### config.mk
export PLATFORM = sky130hd
export DESIGN_NAME = differential_light_balance_step_unit
export DESIGN_NICKNAME = d
export VERILOG_FILES = /design/src/rtl/dlb_pkg.sv /design/src/rtl/dlb_csr.sv /design/src/rtl/dlb_step.sv /design/src/rtl/differential_light_balance_step_unit.sv
export SDC_FILE = /design/constraint.sdc
export NUM_CORES = 1
export LEC_CHECK = 0
export BUFFER_PORTS_ARGS = -buffer_cell sky130_fd_sc_hd__buf_2
export CAP_MARGIN = 40
export CORE_ASPECT_RATIO = 1.5
export CORE_MARGIN = 3
export CORE_UTILIZATION = 35
export DETAILED_ROUTE_END_ITERATION = 12
export GPL_ROUTABILITY_DRIVEN = 1
export PLACE_DENSITY = 0.54
export SLEW_MARGIN = 30
export SYNTH_ARGS = -nofsm -noshare
export SYNTH_HDL_FRONTEND = slang
export SYNTH_SLANG_ARGS = --single-unit
### constraint.sdc
create_clock -name clock -period 12.7 [get_ports clock]
set_input_delay 0.635 -clock clock [delete_from_list [all_inputs] [get_ports clock]]
set_output_delay 0.635 -clock clock [all_outputs]
set_load 0.05 [all_outputs]
### src/rtl/dlb_pkg.sv
// Shared types and constants of the differential light balance step unit.
package dlb_pkg;

   localparam int LIGHT_W = 12;
   localparam int ANGLE_W = 8;
   localparam int CSR_INDEX_W = 3;
   localparam int CSR_DATA_W = 12;
   localparam int COUNT_W = 3;

   localparam logic [CSR_INDEX_W-1:0] CSR_DEADBAND = 3'd0;
   localparam logic [CSR_INDEX_W-1:0] CSR_INVERT_DIRECTION = 3'd1;
   localparam logic [CSR_INDEX_W-1:0] CSR_STEP_SIZE = 3'd2;
   localparam logic [CSR_INDEX_W-1:0] CSR_ANGLE_MIN = 3'd3;
   localparam logic [CSR_INDEX_W-1:0] CSR_ANGLE_MAX = 3'd4;

   localparam logic [0:0] OP_TRACK = 1'b0;
   localparam logic [0:0] OP_CLEAR = 1'b1;

   localparam logic [1:0] DIR_NONE = 2'd0;
   localparam logic [1:0] DIR_POS = 2'd1;
   localparam logic [1:0] DIR_NEG = 2'd2;

   localparam logic [COUNT_W-1:0] COUNT_SAT = 3'd7;

   typedef struct packed {
      logic [0:0] opcode;
      logic [ANGLE_W-1:0] current_angle;
      logic [LIGHT_W-1:0] light_a;
      logic [LIGHT_W-1:0] light_b;
   } dlb_req_type;

   typedef struct packed {
      logic [ANGLE_W-1:0] next_angle;
      logic balanced;
      logic finished;
      logic diverged;
   } dlb_rsp_type;

   typedef struct packed {
      logic [LIGHT_W-1:0] deadband;
      logic invert_direction;
      logic [ANGLE_W-1:0] step_size;
      logic [ANGLE_W-1:0] angle_min;
      logic [ANGLE_W-1:0] angle_max;
   } dlb_cfg_type;

endpackage

### src/rtl/dlb_csr.sv
// Configuration register file of the differential light balance step unit.
module dlb_csr
   import dlb_pkg::*;
(
   input  logic clock,
   input  logic reset,
   input  logic csr_write,
   input  logic [CSR_INDEX_W-1:0] csr_index,
   input  logic [CSR_DATA_W-1:0] csr_data,
   output dlb_cfg_type cfg
);

   dlb_cfg_type cfg_ff;
   dlb_cfg_type cfg_in;

   always_comb begin
      cfg_in = cfg_ff;
      if (csr_write) begin
         case (csr_index)
            CSR_DEADBAND: cfg_in.deadband = csr_data[LIGHT_W-1:0];
            CSR_INVERT_DIRECTION: cfg_in.invert_direction = csr_data[0];
            CSR_STEP_SIZE: cfg_in.step_size = csr_data[ANGLE_W-1:0];
            CSR_ANGLE_MIN: cfg_in.angle_min = csr_data[ANGLE_W-1:0];
            CSR_ANGLE_MAX: cfg_in.angle_max = csr_data[ANGLE_W-1:0];
            default: cfg_in = cfg_ff;
         endcase
      end
   end

   always_ff @(posedge clock) begin
      if (reset) begin
         cfg_ff.deadband <= 12'd20;
         cfg_ff.invert_direction <= 1'b0;
         cfg_ff.step_size <= 8'd2;
         cfg_ff.angle_min <= 8'd0;
         cfg_ff.angle_max <= 8'd180;
      end else begin
         cfg_ff <= cfg_in;
      end
   end

   assign cfg = cfg_ff;

endmodule

### src/rtl/dlb_step.sv
// Tracking history registers and the combinational step decision logic.
module dlb_step
   import dlb_pkg::*;
#(
   parameter int GROW_LIMIT = 3,
   parameter int SENSOR_BITS = 12
) (
   input  logic clock,
   input  logic reset,
   input  logic fire,
   input  dlb_req_type item,
   input  dlb_cfg_type cfg,
   output dlb_rsp_type result
);

   localparam int USE_BITS = (SENSOR_BITS < LIGHT_W) ? SENSOR_BITS : LIGHT_W;
   localparam logic [LIGHT_W-1:0] SENSE_MASK = LIGHT_W'((32'd1 << USE_BITS) - 32'd1);
   localparam logic [COUNT_W-1:0] LIMIT = COUNT_W'(GROW_LIMIT);

   logic [1:0] last_dir_ff, last_dir_in;
   logic prev_valid_ff, prev_valid_in;
   logic [LIGHT_W-1:0] prev_mag_ff, prev_mag_in;
   logic [COUNT_W-1:0] grow_count_ff, grow_count_in;

   logic [LIGHT_W-1:0] light_a;
   logic [LIGHT_W-1:0] light_b;
   logic [LIGHT_W-1:0] mag;
   logic is_clear;
   logic bal;
   logic dir_pos;
   logic [1:0] dir;
   logic have_dir;
   logic reversed;
   logic growing;
   logic [COUNT_W-1:0] count_next;
   logic div;
   logic signed [ANGLE_W+1:0] cand;
   logic signed [ANGLE_W+1:0] clamped;
   logic at_limit;
   logic go;
   logic grow_on;
   logic div_hit;
   logic lim_hit;
   logic move;

   always_comb begin
      light_a = item.light_a & SENSE_MASK;
      light_b = item.light_b & SENSE_MASK;
      mag = (light_a >= light_b) ? (light_a - light_b) : (light_b - light_a);
      is_clear = (item.opcode == OP_CLEAR);
      bal = (mag <= cfg.deadband);
      dir_pos = (light_a > light_b) ^ cfg.invert_direction;
      dir = dir_pos ? DIR_POS : DIR_NEG;
      have_dir = (last_dir_ff != DIR_NONE);
      reversed = have_dir && (dir != last_dir_ff);
      growing = prev_valid_ff && (mag > prev_mag_ff);
      if (growing) begin
         count_next = (grow_count_ff != COUNT_SAT) ? grow_count_ff + 3'd1 : grow_count_ff;
      end else begin
         count_next = '0;
      end
      div = growing && (count_next >= LIMIT);

      if (dir_pos) begin
         cand = $signed({2'b00, item.current_angle}) + $signed({2'b00, cfg.step_size});
      end else begin
         cand = $signed({2'b00, item.current_angle}) - $signed({2'b00, cfg.step_size});
      end
      if (cand < $signed({2'b00, cfg.angle_min})) begin
         clamped = $signed({2'b00, cfg.angle_min});
      end else if (cand > $signed({2'b00, cfg.angle_max})) begin
         clamped = $signed({2'b00, cfg.angle_max});
      end else begin
         clamped = cand;
      end
      at_limit = (clamped == $signed({2'b00, item.current_angle}));

      go = !is_clear && !bal;
      grow_on = go && !reversed && have_dir;
      div_hit = grow_on && div;
      lim_hit = go && !reversed && !div_hit && at_limit;
      move = go && !reversed && !div_hit && !at_limit;

      result.next_angle = move ? clamped[ANGLE_W-1:0] : item.current_angle;
      result.balanced = !is_clear && bal;
      result.finished = (!is_clear && bal) || (go && reversed) || div_hit || lim_hit;
      result.diverged = div_hit;
   end

   always_comb begin
      last_dir_in = last_dir_ff;
      prev_valid_in = prev_valid_ff;
      prev_mag_in = prev_mag_ff;
      grow_count_in = grow_count_ff;
      if (fire) begin
         if (is_clear) begin
            last_dir_in = DIR_NONE;
            prev_valid_in = 1'b0;
            prev_mag_in = '0;
            grow_count_in = '0;
         end else begin
            if (grow_on) begin
               grow_count_in = count_next;
            end
            if (move) begin
               last_dir_in = dir;
               prev_valid_in = 1'b1;
               prev_mag_in = mag;
            end
         end
      end
   end

   always_ff @(posedge clock) begin
      if (reset) begin
         last_dir_ff <= DIR_NONE;
         prev_valid_ff <= 1'b0;
         prev_mag_ff <= '0;
         grow_count_ff <= '0;
      end else begin
         last_dir_ff <= last_dir_in;
         prev_valid_ff <= prev_valid_in;
         prev_mag_ff <= prev_mag_in;
         grow_count_ff <= grow_count_in;
      end
   end

endmodule

### src/rtl/differential_light_balance_step_unit.sv
// Top level of the differential light balance step unit with its input and result registers.
// The unit takes one tracking step per transfer: it compares two light samples against the
// deadband, derives a direction, checks for reversal, divergence and angle limits, and returns
// the next servo angle with balanced, finished and diverged flags; a clear item instead resets
// the tracking history and returns its angle with all flags low. An item enters an input
// register, is evaluated against the tracking history and lands in a result register, which
// holds it until it is taken. One item is taken in every cycle while the result register is
// free or being read; the history registers update as each item is evaluated, which sets
// that rate. Configuration writes are taken in every cycle and belong in idle periods.
module differential_light_balance_step_unit
   import dlb_pkg::*;
#(
   parameter int GROW_LIMIT = 3,
   parameter int SENSOR_BITS = 12
) (
   input  logic clock,
   input  logic reset,
   input  logic req_valid,
   output logic req_ready,
   input  dlb_req_type req_payload,
   output logic rsp_valid,
   input  logic rsp_ready,
   output dlb_rsp_type rsp_payload,
   input  logic csr_valid,
   output logic csr_ready,
   input  logic [CSR_INDEX_W-1:0] csr_index,
   input  logic [CSR_DATA_W-1:0] csr_data
);

   dlb_cfg_type cfg;
   dlb_rsp_type result;

   logic in_valid_ff, in_valid_in;
   dlb_req_type in_item_ff;
   logic out_valid_ff, out_valid_in;
   dlb_rsp_type out_item_ff;
   logic out_free;
   logic fire;

   assign csr_ready = 1'b1;

   dlb_csr u_csr (
      .clock(clock),
      .reset(reset),
      .csr_write(csr_valid && csr_ready),
      .csr_index(csr_index),
      .csr_data(csr_data),
      .cfg(cfg)
   );

   dlb_step #(
      .GROW_LIMIT(GROW_LIMIT),
      .SENSOR_BITS(SENSOR_BITS)
   ) u_step (
      .clock(clock),
      .reset(reset),
      .fire(fire),
      .item(in_item_ff),
      .cfg(cfg),
      .result(result)
   );

   assign out_free = !out_valid_ff || rsp_ready;
   assign fire = in_valid_ff && out_free;
   assign req_ready = !in_valid_ff || out_free;

   always_comb begin
      in_valid_in = in_valid_ff;
      if (req_ready) begin
         in_valid_in = req_valid;
      end
      out_valid_in = out_valid_ff;
      if (out_free) begin
         out_valid_in = in_valid_ff;
      end
   end

   always_ff @(posedge clock) begin
      if (reset) begin
         in_valid_ff <= 1'b0;
         out_valid_ff <= 1'b0;
      end else begin
         in_valid_ff <= in_valid_in;
         out_valid_ff <= out_valid_in;
      end
   end

   always_ff @(posedge clock) begin
      if (req_valid && req_ready) begin
         in_item_ff <= req_payload;
      end
      if (fire) begin
         out_item_ff <= result;
      end
   end

   assign rsp_valid = out_valid_ff;
   assign rsp_payload = out_item_ff;

   a_diverged_finishes: assert property (@(posedge clock) disable iff (reset)
      rsp_valid && rsp_payload.diverged |-> rsp_payload.finished)
      else $error("A diverged result is not marked finished.");

   a_balanced_clean: assert property (@(posedge clock) disable iff (reset)
      rsp_valid && rsp_payload.balanced |-> rsp_payload.finished && !rsp_payload.diverged)
      else $error("A balanced result carries inconsistent flags.");

   a_held_item_kept: assert property (@(posedge clock) disable iff (reset)
      in_valid_ff && out_valid_ff && !rsp_ready |=> in_valid_ff && $stable(in_item_ff))
      else $error("A waiting input item was lost during a result stall.");

   a_empty_ready: assert property (@(posedge clock) disable iff (reset)
      !in_valid_ff |-> req_ready)
      else $error("The input register is empty but no transfer is taken.");

   a_fire_fills_output: assert property (@(posedge clock) disable iff (reset)
      fire |=> out_valid_ff)
      else $error("An evaluated item did not reach the result register.");

endmodule

# Word-level counts from Yosys, hierarchy flattened
# Cells that the tools add are included.
[totals] regBits=101 input_bits=53 output_inout_bits=14 word_cells=92
[classes] addsub=5 order_cmp=7 n_eq_ne=7 mux=16 n_bitwise=1 n_reduce_logical=37
[ops] operator="12-bit two-way mux" n=3
[ops] operator="10-bit two-way mux" n=3
[ops] operator="12-bit > comparator" n=2
[ops] operator="12-bit subtractor" n=2
[ops] operator="1-bit logical AND" n=14
[ops] operator="2-bit AND reduction" n=7
[ops] operator="12-bit >= comparator" n=1
[ops] operator="12-bit <= comparator" n=1
[ops] operator="3-bit two-way mux" n=4
[ops] operator="10-bit by 9-bit equality test with 1-bit output" n=1
[ops] operator="10-bit by 9-bit > comparator with 1-bit output" n=1
[ops] operator="10-bit by 9-bit < comparator with 1-bit output" n=1
[ops] operator="8-bit by 8-bit adder with 9-bit output" n=1
[ops] operator="8-bit by 8-bit subtractor with 9-bit output" n=1
[ops] operator="8-bit two-way mux" n=1
[ops] operator="1-bit logical NOT" n=7
[ops] operator="3-bit by 2-bit equality test with 1-bit output, second input constant" n=2
[ops] operator="2-bit two-way mux" n=3
[ops] operator="2-bit nonzero test" n=3
[ops] operator="1-bit logical OR" n=5
[ops] operator="3-bit by 1-bit adder with 3-bit output, second input constant" n=1
[ops] operator="3-bit by 1-bit equality test with 1-bit output, second input constant" n=1
[ops] operator="3-bit equality test, second input constant" n=1
[ops] operator="3-bit by 2-bit >= comparator with 1-bit output, second input constant" n=1
[ops] operator="5 further kinds" n=6

# Depth between registers and ports, before layout
[depth] depth_word=14 mapped_depth=28 mapped_depth_nobuf=26

# Cells and area by module
# A second synthesis with hierarchy kept.
[hier_totals] cells_unflattened=755 area_unflattened_um2=7160.6
[modules_own_cells] mod="dlb_step" instances=1 cells_per_inst=554 area_each_um2=4177.8 seq_area_each_um2=360.3
[modules_own_cells] mod="dlb_csr" instances=1 cells_per_inst=145 area_each_um2=1546.5 seq_area_each_um2=740.7
[modules_own_cells] mod="differential_light_balance_step_unit" instances=1 cells_per_inst=56 area_each_um2=1436.4 seq_area_each_um2=1361.3

# Worst setup path before layout
# No wires, ideal clock.
[synth_timing] path_kind="reg-to-reg" start="register in_item_ff[12] (netlist bit)" end="register out_item_ff, in the netlist rsp_payload[9] (data pin)" setup_time_ps=262 arrival_ps=5132 required_time_ps=12438 path_slack_ps=7305 stages_incl_launch_ff=26 path_buffers=1 period_less_slack_ps=5395 path_cell_list="edfxtp_1 > inv_1 > ha_1 > inv_1 > fa_1 > nand3_1 > a21oi_2 > nor2_2 > o31a_2 > nand2_1 > a21oi_1 > xnor2_1 > ha_1 > a21o_1 > a211oi_2 > a31oi_1 > a2111o_1 > a32oi_4 > o2111ai_2 > mux2_2 > nor2_2 > a2111oi_4 > a21oi_4 > buf_4 > nor2_1 > a31oi_1"
[synth_rtl] element="from (decl)" line_no="differential_light_balance_step_unit.sv:34" rtl="dlb_req_type in_item_ff;"
[synth_rtl] element="from (signal assigned)" line_no="differential_light_balance_step_unit.sv:90" rtl="in_item_ff <= req_payload;"
[synth_rtl] element="to (signal assigned)" line_no="differential_light_balance_step_unit.sv:93" rtl="out_item_ff <= result;"
[synth_rtl] element="to (decl)" line_no="differential_light_balance_step_unit.sv:36" rtl="dlb_rsp_type out_item_ff;"

==> reports/metrics.yaml <==
timing:
  max_freq_mhz: 156
  worst_slew_margin_rel_pct: 60.4
  layout_worst_path_cycle_share_pct: 50.4
  fin_skew_ns: 0.0140
  setup_violations: 0
  period_needed_ns: 6.40
  timing.hold.ws_ns: 0.450
  worst_slack_ns: 6.30
  drv_slew: 0
  setup_tns_ns: 0
  rsz0062_at_grt: "no"
  finalHoldViolCount: 0
  worst_pin_slew_ns: 0.593
cts:
  cts-root-buf: "clkbuf_16"
  clk_latency_ns: 0.36
  clock-sinks: 101
  cts_made_buffers: 9
  cts_tree: "done"
  postCtsResizedCells: 0
  cts_hold_buf: 0
  clockBufferDepth: 2
  clkTransAtPathRegs_ns: 0.08
  h-tree-depth: 3
  post-cts-setup-buffer-count: 0
power_and_ir_drop:
  p_per_area_nw_per_um2: 125
  vdd_drop_max_v: 0.0000531
  power.leakage_nw: 3.30
  p_total_mw: 1.01
setup_path:
  critical_path_required_ns: 12.81
  arrival_ns: 6.51
  r2r-start: "in_item_ff[17]"
  critPathLaunch: "in_item_ff[17]"
  path_max_fanout: 19
  cpPeakStageDelay_ns: 0.55
  reg2reg_depth: 20
  end_kind: "flop"
  reg2reg_to: "rsp_payload[10]"
  slowest_stage: "a32oi_4"
  worst-r2r-setup-slack_ns: 6.30
  cp-start-kind: "flop"
  cp_cell_sequence: "ha_1, a21oi_2, o21ai_1, nor2_2, a221oi_4, nand2_1, a21oi_1, xnor2_1, ha_1, a21o_1, a211oi_2, a31oi_1, a2111o_1, a32oi_4, o2111ai_2, mux2_2, nor2_2, a2111oi_4, a21oi_4, mux2_2"
  path_class: "flop to flop"
  endpoint: "rsp_payload[10]"
routing:
  drt_first_pass_iters: 5
  wl_per_cell_um: 16.8
  vias: 5891
  viasPerCell: 5.17
  drt-total-wl_mm: 19.1
  drc: 0
  first_iter_violations: 274
  final_antenna_net_count: 0
die:
  initial_core_util_pct: 36.1
  core_um2: 20000
  dieHeight_um: 182
  io_pins: 67
  rows: 63
  dieArea_um2: 22400
  die_x_um: 123
logic_synthesis:
  netlist_top_cells_area: "edfxtp_1, dfxtp_1, ha_1"
  yosysUniqueCellTypes: 84
  yosysTopAreaCell: "edfxtp_1"
  synthMostInstantiatedCell: "nand2_1"
  synth_common_cells: "nand2_1, inv_1, a21oi_1, ha_1, nor2_1"
  ys_ff_latch: 101
  yosysWarnings: 0
  synth_edf_count: 44
  synth_top_area_share_pct: 18.3
  synth_cells: 822
  synth_nets: 958
  avgSynthCellArea_um2: 8.79
  seq_area_frac_synth_pct: 34.1
  netlist_area_um2: 7220
  synthFlopType: "dfxtp_1"
  synth-async-reset-ratio_pct: 0
min_path:
  min_path_type: "primary input to flop"
grt:
  grt_pass1_vias: 5873
  track_usage_pct: 17.7
  antenna_found_initial: 1
  grt_max_degree: 47
  grt_pass1_wl_mm: 30.6
  grt_overflow: 0
final_layout:
  utilization_pct: 40.3
  final_nets: 1009
  layout-drive-gt1-share_pct: 14.4
  area_delta_synth_final_pct: 11.7
placement:
  place_ws_ns: 6.33
  io_buffers: 65
  gp_congestion: 0.853
  dp_hpwl_mm: 15.8
outcome:
  run_status: "completed"
run:
  cap_violations: 0
[state kept, by name (all words and copies together) (netlist names)]
name and cells:
in_item_ff 33, in_valid_ff 1, rsp_payload 11, rsp_valid 1, u_csr.cfg 37, u_step.grow_count_ff 3, u_step.last_dir_ff 2, u_step.prev_mag_ff 12
u_step.prev_valid_ff 1
[metrics by stage]
| step | area, um2 | cells |
|---|---|---|
| CTS | 8040 | 1137 |
| global route | 8060 | 1138 |
| finish | 8070 | 1139 |
| detailed placement | 7750 | 1121 |
| floorplan | 7220 | 822 |
| global placement | 7730 | 1120 |
[cell type report]
class | count | area (um2)
Clock inverter | 7 | 67.6
Fill cell | 2043 | 12000
Clock buffer | 9 | 225
Sequential cell | 101 | 2460
Antenna cell | 1 | 2.50
Timing Repair Buffer | 68 | 373
Tap cell | 260 | 325
Inverter | 88 | 330
Multi-Input combinational cell | 605 | 4280
[power by group]
| part | switching [mW] | internal [mW] | total, mW | leakage (nW) |
|---|---|---|---|---|
| clock network | 0.135 | 0.138 | 0.273 | 0.139 |
| logic | 0.223 | 0.139 | 0.362 | 2.28 |
| registers | 0.0119 | 0.360 | 0.371 | 0.888 |
[metal layers]
layer / vias to the layer above / routed length [um] / track usage [%]
met5: - / 0 / 0
met4: 0 / 939 / 9.09
met3: 45 / 640 / 2.46
met2: 137 / 10500 / 34.1
met1: 2707 / 7020 / 17.9
li1: 3002 / - / -
[worst min-delay path by stage]
stage / start / endpoint / slack (ns) / cells after the start
2_1_floorplan: u_step.prev_valid_ff / u_step.prev_valid_ff / 0.42 / 2
3_3_place_gp: u_step.prev_valid_ff / u_step.prev_valid_ff / 0.43 / 2
3_5_place_dp: u_step.prev_valid_ff / u_step.prev_valid_ff / 0.43 / 2
4_1_cts: req_payload[32] / in_item_ff[32] / 0.44 / 1
5_1_grt: req_payload[4] / in_item_ff[4] / 0.44 / 1
6_report: req_payload[32] / in_item_ff[32] / 0.45 / 1
[logic make-up (layout without fill, tap and decap cells)]
| logic type | count (synthesis) | count (layout) | share of synthesized area, % |
|---|---|---|---|
| multiplexers | 15 | 15 | 2.15 |
| flip-flops | 101 | 101 | 34.1 |
| adder cells (fa/ha/maj) | 83 | 83 | 14.8 |
| AO/OA/AOI/OAI | 226 | 226 | 22.3 |
| buffers and inverters | 116 | 172 | 6.69 |
| XOR/XNOR | 23 | 23 | 3.17 |
| other | 1 | 2 | 0.0519 |
| AND/OR/NAND/NOR | 257 | 257 | 16.8 |
[cells in the final DEF, fill, tap and decap left out, types with 9 or more instances in the layout]
master and instances:
inv_1 88, nand2b_1 11, xnor2_1 15, nand4_1 11, o211ai_1 9, mux2i_1 11, nor2b_1 14, nor2_1 64
nand2_1 100, edfxtp_1 44, dfxtp_1 57, buf_2 65, ha_1 79, nor3_1 14, clkbuf_16 9, a21oi_1 82
nand3_1 9, o2bb2ai_1 10, o21ai_0 33, a21o_1 12
[worst max-delay path: cells and delay by family, from the launching register on]
family / cells / cell delay (ns)
muxes: 2 / 0.70
adders and majority gates: 2 / 0.77
AOI/OAI and AO/OA: 12 / 3.47
DFF: 1 / 0.40
and+or+nand+nor: 3 / 0.59
xor gates and xnor gates: 1 / 0.22
Power figures use the tool's default switching activity.
